## src/sv/tmr_pkg.sv

```systemverilog
// Shared types and constants for the tangent mirror block.
`timescale 1ns / 1ps
package tmr_pkg;

  localparam int unsigned AW  = 33;        // |D| component magnitude
  localparam int unsigned TW  = 32;        // tangent component
  localparam int unsigned PW  = 66;        // products and squares
  localparam int unsigned DTW = 67;        // signed dot product
  localparam int unsigned HW  = 33;        // half of |D.t| for split multiply
  localparam int unsigned NW  = 103;       // dividend
  localparam int unsigned DW  = 67;        // divisor 2*(D.D)
  localparam int unsigned QW  = 36;        // quotient bits (|q| < 2^35)
  localparam int unsigned VW  = 38;        // final signed sum
  localparam int unsigned SDW = TW + 2;    // divider sideband: zero, sign, t
  localparam int unsigned QDEPTH_DEF = 2;
  localparam int unsigned LATENCY = QW + 7;

  typedef struct packed {
    logic                    flat;
    logic [2:0]              dneg;
    logic [2:0][AW-1:0]      ad;
    logic [2:0][TW-1:0]      t;
  } item_t;

endpackage

```

## src/sv/tmr_queue.sv

```systemverilog
// Short queue of classified words between front and back.
`timescale 1ns / 1ps
module tmr_queue import tmr_pkg::*; #(
  parameter int unsigned DEPTH = QDEPTH_DEF
) (
  input  logic   clk,
  input  logic   rst_n,
  input  logic   push,
  input  item_t  push_data,
  output logic   busy_o,
  output logic   pop_valid,
  output item_t  pop_data
);

  localparam int unsigned PTW = (DEPTH > 1) ? $clog2(DEPTH) : 1;
  localparam int unsigned CW  = $clog2(DEPTH + 1) + 1;

  item_t          mem [DEPTH];
  logic [PTW-1:0] wr_r, rd_r;
  logic [CW-1:0]  cnt_r, cnt_nxt;

  assign pop_valid = (cnt_r != '0);
  assign pop_data  = mem[rd_r];
  assign cnt_nxt   = cnt_r + CW'(push) - CW'(pop_valid);
  // hold off the source when the word in the front stage could not fit
  assign busy_o    = (cnt_nxt >= CW'(DEPTH));

  always_ff @(posedge clk) begin
    if (!rst_n) begin
      wr_r  <= '0;
      rd_r  <= '0;
      cnt_r <= '0;
    end else begin
      cnt_r <= cnt_nxt;
      if (push) begin
        wr_r <= (wr_r == PTW'(DEPTH - 1)) ? '0 : wr_r + PTW'(1);
      end
      if (pop_valid) begin
        rd_r <= (rd_r == PTW'(DEPTH - 1)) ? '0 : rd_r + PTW'(1);
      end
    end
  end

  always_ff @(posedge clk) begin
    if (push) begin
      mem[wr_r] <= push_data;
    end
  end

endmodule

```

## config.mk

```make
export PLATFORM = sky130hd
export DESIGN_NAME = tmr_queue
export DESIGN_NICKNAME = d
export VERILOG_FILES = /design/src/sv/tmr_pkg.sv /design/src/sv/tmr_queue.sv
export SDC_FILE = /design/constraint.sdc
export NUM_CORES = 1
export LEC_CHECK = 0
export ABC_AREA = 1
export ABC_CLOCK_PERIOD_IN_PS = 13200
export BUFFER_PORTS_ARGS = -buffer_cell sky130_fd_sc_hd__buf_4
export CORE_ASPECT_RATIO = 0.7
export CORE_MARGIN = 2
export CORE_UTILIZATION = 40
export CTS_CLUSTER_DIAMETER = 40
export CTS_CLUSTER_SIZE = 8
export DETAILED_ROUTE_END_ITERATION = 8
export HOLD_SLACK_MARGIN = 0.03
export SYNTH_ARGS = -nofsm -noshare
export SYNTH_HDL_FRONTEND = slang
export SYNTH_SLANG_ARGS = --single-unit
```

## constraint.sdc

```tcl
create_clock -name clk -period 13.2 [get_ports clk]
set_clock_uncertainty 0.05 [all_clocks]
set_input_delay 2.64 -clock clk [delete_from_list [all_inputs] [get_ports clk]]
set_output_delay 2.64 -clock clk [all_outputs]
set_load 0.05 [all_outputs]
```

[Word level (Yosys, flattened, before mapping)]
Memory sizes are Yosys's and may differ from the RTL's. A register that Yosys moved wholly into a read port is not among the register bits.
Cells that the tools add are included.
Widths: inputs -> output; s select.
Operators by class
  mux-type cells: 6
  $add $sub $neg: 4
  reduce and logical (&&, ||, !) cells: 1
  order comparisons: 1
Operators by type and width (count)
  $mux 1: 6
  $add 3x1->3: 1
  $ge 3x2->1 const B: 1
  $reduce_bool 3->1: 1
  $sub 3x1->3: 1
  $add 1x1->1 const B: 2
Word-level totals
  memory bits (writable): 398
  flip-flop bits (word level): 5
  output and inout port bits: 201
  word-level logic and storage cells: 16
  memories kept: 1
Memories
  mem: words 2, bits a word 199, read ports 1, clocked after memory_dff 1, write ports 1, RTL line tmr_queue.sv:18  | item_t mem [DEPTH];

[Longest topological paths before layout]
  word-level depth: 4
  mapped depth: 9

[Least setup slack after synthesis]
Ideal clock, no wire load.
  kind: input port to flip-flop
  start point: input port push
  end point: memory mem[0][0] (netlist bit), enable pin
  buffers on the path: 0
  data arrival time: 10996 ps
  required time: 12383 ps
  stages: 2
  slack: 1387 ps
  setup time: 767 ps
  cell sequence: inv_1 -> nor2_1
On the way
  word-level cells in the longest chain between the ends: 2
Ends and longest elaborated chain
  start, declared: RTL line tmr_queue.sv:8  | input logic push,
  $mux 1: RTL line tmr_queue.sv:45  | if (push) begin
  $mux 1 (not written as such): RTL line tmr_queue.sv:46  | mem[wr_r] <= push_data;
  end, declared: RTL line tmr_queue.sv:18
No other way between the ends.

[Final worst setup path]
  start point: input port push
  end point: output port busy_o
On the way
  word-level cells in the longest chain between the ends: 3
Ends and longest elaborated chain
  $add 3x1->3: RTL line tmr_queue.sv:24  | assign cnt_nxt = cnt_r + CW'(push) - CW'(pop_valid);
  $sub 3x1->3: RTL line tmr_queue.sv:24
  net cnt_nxt[1]: RTL line tmr_queue.sv:20  | logic [CW-1:0] cnt_r, cnt_nxt;
  $ge 3x2->1: RTL line tmr_queue.sv:26  | assign busy_o = (cnt_nxt >= CW'(DEPTH));
  end, declared: RTL line tmr_queue.sv:10  | output logic busy_o,
The timed path passes the listed nets, and every way through them passes these cells.

==> run_summary.xml <==
<?xml version="1.0" encoding="UTF-8"?>
<metrics>
  <group name="place">
    <metric name="dp.cells" unit="">1535</metric>
    <metric name="rd_place_congestion" unit="">0.749</metric>
    <metric name="io_buffers" unit="">402</metric>
    <metric name="post-place-ws" unit="ns">6.68</metric>
    <metric name="dpl.hpwl" unit="mm">21.7</metric>
  </group>
  <group name="power_and_ir_drop">
    <metric name="power.share.sequential" unit="%">34.9</metric>
    <metric name="share_comb_of_total_power" unit="%">34.4</metric>
    <metric name="reported_net_switching_power" unit="uW">1500</metric>
    <metric name="p_leak" unit="uW">0.00783</metric>
    <metric name="power.internal" unit="uW">2920</metric>
    <metric name="netSwitchingFraction" unit="%">34.0</metric>
    <metric name="clkPwrFrac" unit="%">30.7</metric>
    <metric name="max-vdd-ir-drop" unit="V">0.000211</metric>
    <metric name="power_density" unit="nW/um^2">219</metric>
  </group>
  <group name="sta">
    <metric name="highest_achievable_clock_rate" unit="MHz">153</metric>
    <metric name="max_slew_violation_count" unit="">0</metric>
    <metric name="finalSetupViolations" unit="">0</metric>
    <metric name="period_minus_slack" unit="ns">6.52</metric>
    <metric name="setup_repair_after_global_routing_missed_its_margin" unit="">false</metric>
    <metric name="setup_slack" unit="ns">6.68</metric>
    <metric name="min_period_over_period" unit="%">49.4</metric>
    <metric name="worst_margin_slew" unit="ns">1.12</metric>
    <metric name="finalSetupTns" unit="ns">0</metric>
    <metric name="timing_hold_violations_final" unit="">0</metric>
    <metric name="relSlewSlack" unit="%">25.2</metric>
  </group>
  <group name="setup_path">
    <metric name="data_required_time_of_the_critical_path" unit="ns">10.51</metric>
    <metric name="critical_path_buffers_and_inverters" unit="">2</metric>
    <metric name="crit_path_end_kind" unit="">primary output</metric>
    <metric name="worstPathArrival" unit="ns">3.83</metric>
    <metric name="start_kind" unit="">primary input</metric>
    <metric name="cpMaxStageDelayCell" unit="">fa_1</metric>
    <metric name="crit_path_max_incr_delay" unit="ns">0.49</metric>
    <metric name="cp_top_family" unit="">adder cells</metric>
    <metric name="worst-path-max-fanout" unit="">4</metric>
    <metric name="timing.critical_path.cells" unit="">buf_4, ha_1, fa_1, nand3b_1, buf_4</metric>
    <metric name="path_class" unit="">in2out</metric>
    <metric name="path_common_cell" unit="">buf_4</metric>
  </group>
  <group name="floorplan">
    <metric name="coreArea" unit="sq um">37100</metric>
    <metric name="io-pin-count" unit="">403</metric>
    <metric name="floorplan.initialDensity" unit="%">40.6</metric>
    <metric name="fp.dieArea" unit="sq um">39200</metric>
    <metric name="floorplan.die.width" unit="um">236</metric>
    <metric name="die_h" unit="um">166</metric>
    <metric name="floorplan.rows" unit="">59</metric>
  </group>
  <group name="cells_and_area">
    <metric name="area_taken_by_multi_input_logic_gates" unit="sq um">2750</metric>
    <metric name="layout_stage_area_growth_over_the_synthesis_result" unit="%">34.4</metric>
    <metric name="final_cell_mix" unit="">buf_4 (409), edfxtp_1 (398), mux2_4 (100), mux2_2 (99), clkbuf_16 (61)</metric>
    <metric name="final_cells" unit="">1614</metric>
    <metric name="sequential_cell_area" unit="sq um">12100</metric>
    <metric name="fill_cells" unit="">2976</metric>
    <metric name="layout-drive-gt1-share" unit="%">60.1</metric>
    <metric name="layout.nets" unit="">1312</metric>
    <metric name="layout.cells.most_common" unit="">buf_4</metric>
  </group>
  <group name="clock_tree">
    <metric name="cts.sink_count" unit="">404</metric>
    <metric name="postCtsSetupRepairBufs" unit="">0</metric>
    <metric name="cts.clk_slew.worst_paths" unit="ns">0.05</metric>
    <metric name="cts-hold-fix-buffers" unit="">0</metric>
    <metric name="clockRootBuffer" unit="">clkbuf_16</metric>
    <metric name="cts_inserted_buffers" unit="">58</metric>
    <metric name="clkLatencyLatePin" unit="ns">0.55</metric>
    <metric name="ctsResizeCount" unit="">0</metric>
    <metric name="max-clock-path-buffers" unit="">3</metric>
    <metric name="htreeDepth" unit="">2</metric>
    <metric name="tritoncts" unit="">built</metric>
  </group>
  <group name="yosys">
    <metric name="top_cells_by_area_in_the_synthesized_netlist" unit="">edfxtp_1 (79%), mux2_4 (10%), mux2_2 (7.4%), buf_6 (1.0%), dfxtp_1 (0.80%)</metric>
    <metric name="main_combinational_cell_family_by_area_after_synthesis" unit="">multiplexers</metric>
    <metric name="ys_warn_count" unit="">0</metric>
    <metric name="synth_xor_xnor_area_share" unit="%">0</metric>
    <metric name="syn-instance-count" unit="">660</metric>
    <metric name="synth_largest_type_area_fraction" unit="%">79.3</metric>
    <metric name="muxShareOfSynthArea" unit="%">17.4</metric>
    <metric name="yosys_register_bits" unit="">404</metric>
    <metric name="synth-adder-area-share" unit="%">0.299</metric>
    <metric name="synth.avg_cell_area" unit="sq um">22.8</metric>
    <metric name="synthesized_cell_area" unit="sq um">15100</metric>
    <metric name="synth.yosys.seq_area_share" unit="%">80.1</metric>
    <metric name="synth.distinct_cells" unit="">16</metric>
    <metric name="synth_fp_nets" unit="">865</metric>
    <metric name="compound_gate_portion_of_the_synthesized_area" unit="%">0.0332</metric>
    <metric name="post_synth_and_or_nand_nor_area_fraction" unit="%">0.515</metric>
    <metric name="cell_type_with_the_highest_aggregate_area_in_the_netlist" unit="">edfxtp_1</metric>
  </group>
  <group name="grt">
    <metric name="grt_start_max_net_pins" unit="">128</metric>
    <metric name="gr-max-usage-layer" unit="">met2</metric>
    <metric name="grtUsageMet3" unit="%">7.20</metric>
    <metric name="grt_pass1_wl" unit="mm">47.9</metric>
    <metric name="combined_global_route_utilization_of_all_metal_layers" unit="%">16.2</metric>
    <metric name="met2_layer_usage_reported_by_global_route" unit="%">25.9</metric>
    <metric name="vias_in_the_first_global_route" unit="">8049</metric>
    <metric name="met1_usage" unit="%">19.9</metric>
    <metric name="grt_overflow_total" unit="">0</metric>
    <metric name="antenna_violations_before_repair" unit="">2</metric>
  </group>
  <group name="route">
    <metric name="postRouteWirelength" unit="mm">32.7</metric>
    <metric name="routed_via_density" unit="">4.70</metric>
    <metric name="drt_first_iter_violations" unit="">349</metric>
    <metric name="detail_route.drc_violations" unit="">0</metric>
    <metric name="num_vias" unit="">7580</metric>
    <metric name="drt.antenna.violating_nets" unit="">0</metric>
    <metric name="routedWlPerCell" unit="um">20.3</metric>
    <metric name="dr.pass1.iters" unit="">4</metric>
  </group>
  <group name="hold_path">
    <metric name="timing.hold.worst.class" unit="">reg2reg</metric>
  </group>
  <group name="job">
    <metric name="max-cap-violations" unit="">0</metric>
  </group>
  <group name="status">
    <metric name="status" unit="">completed</metric>
  </group>
</metrics>
## routing by layer
layer	wire length [um]	share of wire, %
met4	647	2.0
met2	15500	47
met5	16	0.049
met1	13400	41
met3	3180	9.7
## final cells by class
class                   count  area share [%]
clock buffers              73            7.77
clock inverters             5           0.488
diodes                      1          0.0124
multi-input cells         221            13.6
inverters                  13           0.278
flip-flops and latches    404            59.7
well taps                 488            3.02
repair buffers            409            15.2
## power by group through the flow
stage	clock network, uW	registers, uW	logic, uW
after floorplan	0	1550	1170
after global placement	0	1570	1530
after detailed placement	0	1570	1530
after CTS	1390	1540	1540
after global routing	1450	1550	1580
final	1360	1540	1520
## final timing paths
path | from | endpoint | slack, ns | cells past startpoint
setup / recovery | push | busy_o | 6.68 | 5
hold / removal | rd_r | rd_r | 0.48 | 3
setup reg to reg | wr_r | mem[0][134] | 10.01 | 3
hold reg to reg | rd_r | rd_r | 0.48 | 3
## logic make-up after synthesis
| group | after synthesis |
|---|---|
| muxes | 199 |
| DFF | 404 |
| adders and majority gates | 3 |
| AOI/OAI and AO/OA | 1 |
| buffers and inverters | 35 |
| and+or+nand+nor | 18 |
## flip-flops by register name (all words and copies together), names as in the netlist, named ones only
signal,cells
mem,398
wr_r,1
rd_r,1
cnt_r,3
## synth_stat cells
master / instances
dfxtp_1: 6
mux2_4: 100
nand3_1: 1
buf_2: 8
nand3b_1: 1
nor2_1: 5
nand2_1: 8
inv_1: 13
nor3_1: 2
ha_1: 2
mux2_2: 99
fa_1: 1
edfxtp_1: 398
buf_6: 14
nand4_1: 1
a21oi_1: 1
## per-stage QoR
stage | instance area (sq um) | power (uW) | hold slack (ns) | utilization (%)
CTS | 20200 | 4480 | 0.482 | 54.5
floorplan | 15100 | 2720 | 0.438 | -
global placement | 18600 | 3100 | 0.466 | 50.0
global route | 20200 | 4580 | 0.561 | 54.5
detailed placement | 18600 | 3100 | 0.467 | 50.0
finish | 20200 | 4420 | 0.485 | 54.5
## tightest hold or removal path: stages, from the launching register on
cell and delay (ns):
dfxtp_1 0.29, inv_1 0.06, nor2_1 0.06, nor2_1 0.09
(Power assumes the default switching activity.)
