<file path="config.mk">
export PLATFORM = sky130hd
export DESIGN_NAME = tmr_front
export DESIGN_NICKNAME = d
export VERILOG_FILES = /design/src/sv/tmr_pkg.sv /design/src/sv/tmr_front.sv
export SDC_FILE = /design/constraint.sdc
export NUM_CORES = 1
export LEC_CHECK = 0
export CORE_AREA = 3 3 192 194
export CTS_CLUSTER_SIZE = 16
export DETAILED_ROUTE_END_ITERATION = 16
export DIE_AREA = 0 0 195 197
export DONT_BUFFER_PORTS = 1
export GPL_ROUTABILITY_DRIVEN = 0
export GPL_TIMING_DRIVEN = 0
export PLACE_DENSITY = 0.52
export REMOVE_ABC_BUFFERS = 1
export SLEW_MARGIN = 20
export SYNTH_ARGS = -nofsm -noshare
export SYNTH_HDL_FRONTEND = slang
export SYNTH_SLANG_ARGS = --single-unit
</file>
<file path="constraint.sdc">
create_clock -name clk -period 24.8 [get_ports clk]
set_input_delay 1.24 -clock clk [delete_from_list [all_inputs] [get_ports clk]]
set_output_delay 1.24 -clock clk [all_outputs]
set_load 0.02 [all_outputs]
</file>
<file path="src/sv/tmr_pkg.sv">
// Shared types and constants for the tangent mirror block.
`timescale 1ns / 1ps
package tmr_pkg;

  localparam int unsigned AW  = 33;        // |D| component magnitude
  localparam int unsigned TW  = 32;        // tangent component
  localparam int unsigned PW  = 66;        // products and squares
  localparam int unsigned DTW = 67;        // signed dot product
  localparam int unsigned HW  = 33;        // half of |D.t| for split multiply
  localparam int unsigned NW  = 103;       // dividend
  localparam int unsigned DW  = 67;        // divisor 2*(D.D)
  localparam int unsigned QW  = 36;        // quotient bits (|q| < 2^35)
  localparam int unsigned VW  = 38;        // final signed sum
  localparam int unsigned SDW = TW + 2;    // divider sideband: zero, sign, t
  localparam int unsigned QDEPTH_DEF = 2;
  localparam int unsigned LATENCY = QW + 7;

  typedef struct packed {
    logic                    flat;
    logic [2:0]              dneg;
    logic [2:0][AW-1:0]      ad;
    logic [2:0][TW-1:0]      t;
  } item_t;

endpackage

</file>
<file path="src/sv/tmr_front.sv">
// Front end: accept a word, form D = dst - src and split it into sign and magnitude.
`timescale 1ns / 1ps
module tmr_front import tmr_pkg::*; (
  input  logic          clk,
  input  logic          rst_n,
  input  logic          start,
  input  logic          busy,
  input  logic          in_req_type,
  input  logic [31:0]   in_src_x,
  input  logic [31:0]   in_src_y,
  input  logic [31:0]   in_src_z,
  input  logic [31:0]   in_tan_x,
  input  logic [31:0]   in_tan_y,
  input  logic [31:0]   in_tan_z,
  input  logic [31:0]   in_dst_x,
  input  logic [31:0]   in_dst_y,
  input  logic [31:0]   in_dst_z,
  output logic          fv_o,
  output item_t         item_o
);

  logic        v_r;
  item_t       item_r, item_nxt;
  logic [31:0] src [3];
  logic [31:0] dst [3];
  logic [31:0] tan [3];
  logic [AW-1:0] d [3];

  assign src[0] = in_src_x; assign src[1] = in_src_y; assign src[2] = in_src_z;
  assign dst[0] = in_dst_x; assign dst[1] = in_dst_y; assign dst[2] = in_dst_z;
  assign tan[0] = in_tan_x; assign tan[1] = in_tan_y; assign tan[2] = in_tan_z;

  always_comb begin
    item_nxt.flat = in_req_type;
    for (int k = 0; k < 3; k++) begin
      d[k] = {dst[k][31], dst[k]} - {src[k][31], src[k]};
      item_nxt.t[k] = tan[k];
      if (k == 2 && in_req_type) begin
        // drop z on a 2D track
        d[k] = '0;
        item_nxt.t[k] = '0;
      end
      item_nxt.dneg[k] = d[k][AW-1];
      item_nxt.ad[k]   = d[k][AW-1] ? (~d[k] + AW'(1)) : d[k];
    end
  end

  always_ff @(posedge clk) begin
    if (!rst_n) begin
      v_r <= 1'b0;
    end else begin
      v_r <= start && !busy;
    end
    if (start && !busy) begin
      item_r <= item_nxt;
    end
  end

  assign fv_o   = v_r;
  assign item_o = item_r;

endmodule

</file>
# Yosys cells after proc, flatten, opt, wreduce, memory -nomap -nowiden
# Cells that the tools add are included.
# word_totals
reg_bits	200
inputBits	293
out_inout_bits	200
elab_cells	27
# op_classes
add_sub_neg	6
muxes	4
bitwise_logic	3
reduce_logical	2
# ops
op	n
$add 33x1->33 const B	3
$not 33->33	3
$sub 32x32->33	3
$mux 32	3
$mux 33	1
$logic_and 1x1->1	1
$logic_not 1->1	1

# Depth between registers and ports, before layout
# Gate-level depths: netlist (run 1).
# depth
word_depth	5
ltp_mapped	16
mapped_depth_nobuf	15

# Least setup slack after synthesis (run 1)
# No wires, ideal clock.
# synth_path
kind	input to register
from	input busy
to	register item_r, in the netlist item_o[0] (enable)
setup_time_ps	789
arrival_time_ps	10068
path_slack_ps	13942
path_stages	1
cell_sequence	nor2b_1
# synth_via
elab_chain_len	2
# synth_lines
element	line	source
start, declared	tmr_front.sv:7	input logic busy,
$logic_not 1->1	tmr_front.sv:54	if (start && !busy) begin
$logic_and 1x1->1	tmr_front.sv:54	
end signal, assigned	tmr_front.sv:55	item_r <= item_nxt;
end, declared	tmr_front.sv:23	item_t item_r, item_nxt;
# Every way passes these cells.
# A chain may end at the register's enable or synchronous reset.

==> results of run 1 <==
-- sequential cells by signal, summed over array words and instances (netlist names) --
signal,count
item_o,199
fv_o,1
-- final cells by class --
cell class / count / area (sq um) / area share (%)
inverter: 130 / 488 / 3.12
multi-input combinational: 1131 / 7780 / 49.7
timing repair buffer: 9 / 194 / 1.24
antenna: 7 / 17.5 / 0.112
sequential: 200 / 6000 / 38.3
clock inverter: 14 / 185 / 1.18
clock buffer: 18 / 429 / 2.74
tap: 461 / 577 / 3.68
-- worst max-delay path, delay by kind of cell --
kind                     cells  cell delay (ns)
buffers and inverters        3             0.68
adder cells (fa/ha/maj)      2             0.59
XOR/XNOR                     1             0.18
AND/OR/NAND/NOR              1             0.16
AO/OA/AOI/OAI                8             2.41
-- cells by family (layout without fill, tap and decap cells) --
kind of cell    count (synthesis)  in the layout
mux                            10             10
flops                         200            200
fa+ha+maj                     102            102
simple gates                  436            436
buf+inv                       179            171
xor+xnor                      149            149
compound gates                434            434
other cells                     0              7
-- report_power, final --
group,total [mW],switching (mW),internal (mW)
logic,0.284,0.170,0.113
registers,0.485,0.0622,0.423
clock network,0.288,0.148,0.140
total,1.06,0.381,0.676
-- placed cells by master, fill, tap and decap left out, types with 9 or more instances in the layout --
| master | instances |
|---|---|
| inv_1 | 129 |
| xnor2_1 | 97 |
| nor3_1 | 20 |
| o31ai_1 | 18 |
| a21o_1 | 40 |
| clkbuf_16 | 17 |
| edfxtp_1 | 199 |
| nor2_1 | 108 |
| a211oi_1 | 20 |
| ha_1 | 99 |
| o21bai_1 | 9 |
| o21a_1 | 18 |
| nand2b_1 | 14 |
| nor2b_1 | 50 |
| nand2_1 | 104 |
| a21oi_1 | 119 |
| and2_1 | 18 |
| xor2_1 | 52 |
| nand3_1 | 29 |
| nand4_1 | 17 |
| or3_1 | 18 |
| o21ai_0 | 85 |
| o211ai_1 | 16 |
| a31oi_1 | 26 |
-- per-layer routing --
layer  track usage, %  up-vias  part of all wire, %
met3             7.38       60                  7.6
met4             8.21       14                  2.3
met2             36.6      386                   49
met5                0        -                 0.25
met1             26.7     5262                   41
li1                 -     5496                    -
-- path summary, 6_finish.rpt --
path,startpoint,to,slack [ns]
setup / recovery,in_dst_y[0],item_o[141]$_DFFE_PP_,19.69
hold / removal,in_tan_y[24],item_o[56]$_DFFE_PP_,0.88
==> results.txt, run 1 <==
- Run status: complete, no violations
- Net count, final: around 1,900
- Largest net degree at the start of global routing: 80
- Instance area at placement: 15,000 sq um
- TritonCTS built the clock tree.
* Mean area per synthesized cell: 9.62 sq um
- Maximum fanout along the worst path: 18
- The signal on the critical path passes through inv_1 -> ha_1 -> inv_1 -> fa_1 -> a211oi_1 -> o21ai_1 -> o211ai_1 -> a21oi_1 -> o41ai_1 -> o21ai_0 -> nand4_1 -> a31oi_2 -> inv_1 -> o21ai_0 -> xnor2_1.
* Number of slew-limit violations in the final report: 0
- The worst path uses 20.6% of the clock period.
* Fraction of synthesis flops using an asynchronous set or reset pin: 0%
- Shortest clock period the worst path allows after layout: 5.11 ns
- Die area: around 38,000 sq um
- Worst Tran Pin Value: 1.00 ns
- The clock passes through at most 2 buffers.
* Root buf cell: clkbuf_16
- Kind of capture point of the worst setup path: flip-flop
* Fraction of layout instances using a drive strength above 1: 4.86%
- The worst setup path is launched from an input pin.
- For the final routed database, the setup TNS stands at 0 ns.
* Share of the synthesized area in the top cell type: 41.1%
* Total power draw: between 1 and 1.5 mW
- Before CTS, the worst setup slack after placement is 19.25 ns.
* Top-level port count: 493
- Cell type contributing the most total cell area after synthesis: edfxtp_1
* Total power divided by cell area: 67.4 nW/um^2
* Static leakage power: roughly 6 nW
* Share of cell area taken by muxes after synthesis: 0.715%
- Commonest cells in the synthesized netlist: 199 x edfxtp_1, 129 x inv_1, 119 x a21oi_1, 108 x nor2_1, 104 x nand2_1
- In the routed layout, each cell is associated on average with a via count of 5.69.
* Placeable core area: 35,400 sq um
- Buffers inserted to repair hold after CTS numbered 0.
- By area, the combinational part of the netlist is dominated by compound AO/OA/AOI/OAI gates.
* Total congestion overflow: 0
- Ranked by total cell area, the synthesized netlist is headed by edfxtp_1 41%, ha_1 8.5%, xnor2_1 5.8%.
* Routed WL per cell: 22.4 um
* Setup violations, final: 0
- Crit-path slowest cell: inv_1
* Number of synthesized flops with an enable pin: 199
- Clock sink count: 200
- Finished Core Util: 44.3%
* Number of instances on the worst hold path: 0
- The worst setup path is of the input pin to flip-flop kind.
- Violation count after the first detailed-route iteration: roughly 570
* P&R area growth vs syn: 7.87%
- Crit-path max cell delay: approximately 0.60 ns
- DRC Markers: 0
* Worst slew margin: around a third
- STA puts the critical path data required time at around 25 ns.
- Arithmetic-cell share of the synthesized area counting full adders, half adders and majority gates: ~9%
- Detailed placement ended at an HPWL of 36.7 mm.
- In this run the post-CTS setup repair buffer count came out at 0.
- The synthesized netlist devotes 15.4% of its cell area to simple gates.
- Final ANT Viol Nets: 0
- Unrepaired setup endpoints after global routing: false
- Derived from the worst setup path, the maximum achievable clock frequency is 0.196 GHz.
* Router iterations before antenna repair: 5
- Die Span X: 195 um
- Count of input and output buffers: 0
* Total number of vias: 11,200
- Sequential share of the synthesized area: 41.3%
* Hold_ws: 0.876 ns
- Initial Utilization: 41.0%
- Final setup slack of the worst path: 19.69 ns
- Final hold vios: 0
- Post-detailed-routing wire length: 44.1 mm
- Number of library cell types mapped by synthesis: 86
- Parity-gate share of the synthesized area counting xor and xnor cells: 8.99%
- Final std cells w/o fill: 1,970
- Post-cts repair resize count: 0
- Total non-filler cell area in the finished layout: 15,700 sq um
- Cell with the most instances after synthesis: edfxtp_1
- Measured along the y axis, the die boundary spans 197 um.
* GRT Total Usage: approximately 22%
- The initial antenna violation count is 17.
- Across the VDD grid, the largest voltage drop is 55.2 uV.
* CTS H-tree depth: 4
- Netlist Area Pre-Place: ~15,000 sq um
- Crit-path most repeated cell: inv_1
* Number of instances in the synthesized netlist: 1,510
- Flip-flop and latch count after synthesis: 200
- Complex-gate fraction of the synthesized area: between 10% and 20%
- Data on the critical path arrives at its endpoint at 5.29 ns.
- In this run, placement finished with an instance count of about 1,900.
- Fill count: 3,418
* Global-route wire length before repair: 65.4 mm
* Ys flop type: edfxtp_1
* Yosys warning total: 0
- Clock-pin slew was measured on the worst setup and hold paths at 0.09 ns.
* Row count: 69
- The number of global-route vias before repair is 10,600.
- TritonCTS created 17 clock buffers.
* Path type of the worst min-delay path: input pin to flip-flop
* Max-cap violations: 0
(Power assumes the default switching activity.)
==> run 2, diff against run 1 <==
--- a/config.mk
+++ b/config.mk
@@ -12,7 +12,7 @@
 export DONT_BUFFER_PORTS = 1
 export GPL_ROUTABILITY_DRIVEN = 0
 export GPL_TIMING_DRIVEN = 0
-export PLACE_DENSITY = 0.52
+export PLACE_DENSITY = 0.54
 export REMOVE_ABC_BUFFERS = 1
 export SLEW_MARGIN = 20
 export SYNTH_ARGS = -nofsm -noshare
==> constraint.sdc (replaced) <==
create_clock -name clk -period 4.2 [get_ports clk]
set_input_delay 0.21 -clock clk [delete_from_list [all_inputs] [get_ports clk]]
set_output_delay 0.21 -clock clk [all_outputs]
set_load 0.02 [all_outputs]
==> run 2 against run 1 <==
  * Routed wire length rose by 1.7%
  * Power rose to 6.0 times the previous value
  * Combinational power rose to 6.3 times the previous value
  * Clock-buffer cell count fell by 1
  * Worst setup slack got worse by 19 ns
  * Global-route usage rose by 0.66 points
  * Sequential power rose to 5.9 times the previous value
  * Non-clock buffer count rose by 95
  * Critical endpoint is now item_o[193]$_DFFE_PP_
==> results.txt, run 2 (synthesis results as in run 1) <==
- The count of final hold-check violations is 0 (unchanged).
- The critical path depth is 13 (-2).
- Max reg flops: 199 (unchanged)
- The longest individual stage delay on the worst path was 0.55 ns (-0.05 ns).
- GRT Total Usage: 22.7% (+0.66 points)
* Leading cell type in the layout, fill and taps excluded: edfxtp_1
- The final-report max-slew violation count came to 0 (unchanged).
- Number of global-route vias before repair: 11,300 (+6.9%)
- Max-cap violations: 0 (unchanged)
* Number of instances on the worst hold path: 1 (+1)
- Peak clock frequency supported by timing: 0.256 GHz
- Clock sink count: 200 (unchanged)
* WP buf/inv: 1 (-2)
* Total number of vias: 11,600 (+3.6%)
- Among all stages on the critical path, the largest delay is contributed by nor4b_1.
* Initial Utilization: 41.0% (unchanged)
- Most used cells in the layout excluding fill and tap cells: 199 x edfxtp_1, 128 x inv_1, 119 x a21oi_1, 108 x nor2_1, 104 x nand2_1
- Setup violations, final: 0 (unchanged)
- Die area: 38,400 sq um (unchanged)
* Crit path max-delay family: compound AO/OA/AOI/OAI gates
- The wire length of the first global-routing pass is 68.0 mm (+3.9%).
* Routed WL per cell: 21.8 um (-2.7%)
* Top-level port count: 493 (unchanged)
- CTS H-tree depth: 4 (unchanged)
* Die Span X: 195 um (unchanged)
* Total power divided by cell area: 380 nW/um^2 (+460%)
- Fraction of layout instances using a drive strength above 1: 4.76% (-0.098 points)
- The length of the first detailed-routing pass in iterations came to 5 (unchanged).
- Worst slew margin: 52.0% (+19 points)
* Placeable core area: 35,400 sq um (unchanged)
- Clock tree from TritonCTS: built
- The via density per instance is 5.65 (-0.84%).
- The signal arrival time at the worst endpoint is 4.13 ns (-1.16 ns).
- The worst path in the final design needs a cycle of 3.91 ns, including I/O delays and setup.
- The initial antenna violation count came to 5 (-12).
- The total setup buffers inserted after CTS came to 0 (unchanged).
- Count of input and output buffers: 0 (unchanged)
* Path type of the worst min-delay path: input pin to flip-flop
- Setup Slack @ Placement: -0.280 ns (-19.53 ns)
- Total congestion overflow: 0 (unchanged)
- Post-detailed-routing wire length: 44.9 mm (+1.7%)
- Clock-pin slew on the worst setup and hold paths: 0.08 ns (about the same)
- The data required time at the worst endpoint was 4.42 ns (-20.56 ns).
- The violation count after the first detailed-routing iteration is 728 (+28%).
- The total CTS buffers is 17 (unchanged).
* Run status: complete, no violations
* Final ANT Viol Nets: 0 (unchanged)
- The maximum fanout encountered on the critical timing path came to 4 (-14).
* P&R area growth vs syn: 14.5%
- Part of the cycle the worst path needs: 93.0%
- Setup TNS: 0 ns (unchanged)
- The remaining routing DRC violations is 0 (unchanged).
* Worst Tran Pin Value: 0.713 ns (-0.289 ns)
- Worst VDD drop: 351 uV (+530%)
* Row count: 69 (unchanged)
- Post-DP HPWL: 36.4 mm (-0.78%)
- The maximum clock insertion buffer count was 2 (unchanged).
- Crit path launch type: input pin
- Path type of the worst setup path: input pin to flip-flop
- The critical path goes through inv_1 -> ha_1 -> fa_1 -> nand2b_1 -> a21o_1 -> a2111oi_1 -> o21ai_0 -> a31oi_1 -> mux2i_1 -> nand3_1 -> nor4b_1 -> a31oi_1 -> xnor2_1.
* Kind of capture point of the worst setup path: flip-flop
* Static leakage power: 6.41 nW (+6.6%)
- Unrepaired setup endpoints after global routing: false
- The number of nets in the finished design came to 1,979 (+5.0%).
* Root buf cell: clkbuf_16
* Final setup slack of the worst path: 0.293 ns (-19.40 ns)
- The die outline height came to 197 um (unchanged).
- Crit-path most repeated cell: a31oi_1
* Largest net degree at the start of global routing: 51 (-36%)
run 2: routing by layer:
metal  wire length, um  global-route usage [%]  up-vias
met3              2900                    5.15       58
met5                13                       0        -
met4              1220                    7.26        2
met2             21800                    38.5      477
met1             18900                    28.9     5411
li1                  -                       -     5678
run 2: where the power goes:
part	internal [mW]	leakage (nW)	switching [mW]	total, mW
combinational	0.733	4.30	1.05	1.78
clock	0.806	0.287	0.856	1.66
sequential	2.50	1.83	0.375	2.87
run 2: final cells by class:
type,instances,area [sq um]
fillers,3377,18800
well taps,461,577
clock inverters,14,166
inverters,130,492
repair buffers,104,1170
flip-flops and latches,200,6000
clock buffers,17,425
diodes,2,5.00
multi-input cells,1131,7790
run 2: stage by stage:
stage               util (%)  total power [mW]  hold slack (ns)  cells  instance area, sq um
floorplan                  -              4.16            0.309   1461                 14200
global placement        41.9              4.60            0.309   1922                 14800
detailed placement      42.5              4.60            0.309   1931                 15000
CTS                     46.9              6.38           0.0180   2057                 16600
global route            47.0              6.68           0.0214   2059                 16600
finish                  47.0              6.32           0.0418   2059                 16600
run 2: repair_timing:
action	CTS	global route
hold buffers	95	0
resized for setup	0	4
endpoints found under the hold margin	115	0
setup endpoints to repair	0	17
run 2: worst paths after layout:
path	from	to	slack [ns]
worst max-delay path	in_dst_z[0]	item_o[193]$_DFFE_PP_	0.29
worst min-delay path	busy	item_o[22]$_DFFE_PP_	0.04
==> run 3, diff against run 2 <==
==> constraint.sdc (replaced) <==
create_clock -name clk -period 4.2 [get_ports clk]
set_input_delay 0.84 -clock clk [delete_from_list [all_inputs] [get_ports clk]]
set_output_delay 0.84 -clock clk [all_outputs]
set_load 0.02 [all_outputs]
==> run 3 against run 2 <==
  * Utilization is 2.1 points lower
  * Die area stayed put
  * Cell count is 4.2% lower
  * Global-route usage is 0.36 points lower
  * Sequential power hardly changed
  * Combinational power is 3% lower
  * Clock-buffer cell count stayed put
  * Hold slack better by 0.42 ns
==> results.txt, run 3 (synthesis results as in run 1) <==
- Kind of capture point of the worst setup path: flip-flop
* Crit-path most repeated cell: a31oi_1
* Maximum fanout along the worst path: 12 (+8)
- The starting density of the core was 41.0% (unchanged).
- Global-route wire length before repair: 66.6 mm (-2.0%)
- Violation count after the first detailed-route iteration: 564 (-23%)
* Setup TNS: 0 ns (unchanged)
- The data required time at the worst endpoint came to 4.41 ns (about the same).
- The number of nets in the finished design is 1,893 (-4.3%).
- Path type of the worst min-delay path: input pin to flip-flop
- Crit path max-delay family: simple AND/OR/NAND/NOR gates
- Peak clock frequency supported by timing: 0.248 GHz (-3.2%)
- The signal arrival time at the worst endpoint came to 4.25 ns (+0.12 ns).
- Post-DP HPWL: 36.4 mm (unchanged)
* Max-cap violations: 0 (unchanged)
- Largest net degree at the start of global routing: 80 (+57%)
* Routed WL per cell: 22.5 um (+3.1%)
* Fraction of layout instances using a drive strength above 1: 7.35% (+2.6 points)
- The flip-flop count of the largest register, all copies and words added is 199 (unchanged).
* Placeable core area: 35,400 sq um (unchanged)
* Crit path launch type: input pin
- The share of the clock period used by the worst path after layout is 96.1% (+3.0 points).
- Leaving out fill and tap cells, the most frequent cell in the layout is edfxtp_1.
- The clock net sink count came to 200 (unchanged).
- The longest individual stage delay on the worst path is 0.52 ns (-0.03 ns).
- Die area: 38,400 sq um (unchanged)
- The horizontal die dimension was 195 um (unchanged).
- The worst-case headroom to the max-slew limit was 57.9% (+6.0 points).
* Post-detailed-routing wire length: 44.3 mm (-1.2%)
- Worst Tran Pin Value: 0.631 ns (-0.0822 ns)
- The total CTS buffers was 17 (unchanged).
- Number of global-route vias before repair: 10,800 (-4.2%)
- Compared with the post-synthesis result, the final layout area differs by 9.27%.
- The die outline height was 197 um (unchanged).
* Run status: complete, no violations
- Clock tree synthesis selected as its root buffer the cell clkbuf_16.
- The setup path with the least slack is of type input pin to flip-flop.
- The number of rows created at floorplan was 69 (unchanged).
* CTS H-tree depth: 4 (unchanged)
- Fill count: 3,449 (+2.1%)
- The count of final hold-check violations was 0 (unchanged).
* Unrepaired setup endpoints after global routing: true
- Hold-fix buffer count after cts: 0 (-100%)
* Cell-by-cell listing of the critical path: inv_1 -> ha_1 -> a21o_2 -> a31oi_1 -> nand2_1 -> or3_1 -> a222oi_1 -> or4b_1 -> or3b_4 -> nor4_4 -> buf_4 -> a31oi_1 -> xor2_1
- DRC Markers: 0 (unchanged)
* Count of input and output buffers: 0 (unchanged)
- The count of vias placed by the detailed router is 11,300 (-2.7%).
- Number of slew-limit violations in the final report: 0 (unchanged)
- Leaving out fill and tap cells, the most frequent cells in the layout are 199 x edfxtp_1, 127 x inv_1, 118 x a21oi_1, 107 x nor2_1, 104 x nand2_1.
- Crit-path slowest cell: or4b_1
* Router iterations before antenna repair: 8 (+3)
* Clock-pin slew on the worst setup and hold paths: 0.09 ns (about the same)
* Hold_ws: 0.467 ns (+0.425 ns)
- Static leakage power: 6.08 nW (-5.2%)
* Total power divided by cell area: 395 nW/um^2 (+3.9%)
* GRT Total Usage: 22.3% (-0.36 points)
- Final ANT Viol Nets: 0 (unchanged)
- WP buf/inv: 2 (+1)
- Clock tree from TritonCTS: built
- The initial antenna violation count is 10 (+5).
- The maximum ir drop on the vdd rail was 348 uV (-0.67%).
- Setup violations, final: 0 (unchanged)
- The leftover overflow at the end of global routing came to 0 (unchanged).
- The maximum clock insertion buffer count was 2 (unchanged).
- The via density per instance was 5.74 (+1.6%).
- Top-level port count: 493 (unchanged)
- The clock period minus worst slack was 4.03 ns (+0.127 ns).
## run 3: cell types whose count changed in the layout (fill, tap and decap cells not counted), sizes merged
cell | before | now
clkinvlp | 2 | 3
dlygate4sd3 | 94 | 0
buf | 10 | 18
inv | 136 | 135
## run 3: path summary, 6_finish.rpt
path	start	endpoint	slack, ns	cells past startpoint
hold / removal	in_tan_x[8]	item_o[8]$_DFFE_PP_	0.47	0
setup / recovery	in_src_y[10]	item_o[160]$_DFFE_PP_	0.17	13
## run 3: what timing repair did
| action | CTS | global route |
|---|---|---|
| gates resized for setup | 14 | 19 |
| endpoints found under the setup margin | 45 | 60 |
| pin swaps | 3 | 6 |
| setup buffers | 3 | 6 |
## run 3: routing by layer
layer	vias up	track usage (%)	share of wire [%]
met5	-	0	0.054
met4	4	5.68	2.0
met3	54	5.57	6.6
met2	454	38.5	50
met1	5301	28.2	42
li1	5503	-	-
## run 3: layout make-up
cell class	count	area (sq um)	area share, %
sequential	200	6000	37.8
inverter	130	495	3.12
timing repair buffer	18	269	1.70
tap	461	577	3.63
clock buffer	17	425	2.68
antenna	2	5.00	0.0315
multi-input combinational	1131	7940	50.0
clock inverter	14	166	1.05
## run 3: report_power, final
| group | total [mW] | internal (mW) | switching (mW) |
|---|---|---|---|
| clock network | 1.66 | 0.806 | 0.855 |
| logic | 1.73 | 0.690 | 1.04 |
| registers | 2.87 | 2.50 | 0.372 |
| total | 6.26 | 3.99 | 2.27 |
## run 3: metrics by stage
step / power, mW / setup WS [ns] / instance area [sq um] / instances / util [%]
after global placement: 4.60 / -10.32 / 14800 / 1922 / 41.9
after floorplan: 4.16 / -6.26 / 14200 / 1461 / -
after detailed placement: 4.60 / -0.910 / 15000 / 1931 / 42.5
final: 6.26 / 0.166 / 15900 / 1973 / 44.8
after CTS: 6.31 / 0.00424 / 15700 / 1965 / 44.4
after global routing: 6.62 / -0.00944 / 15900 / 1971 / 44.8
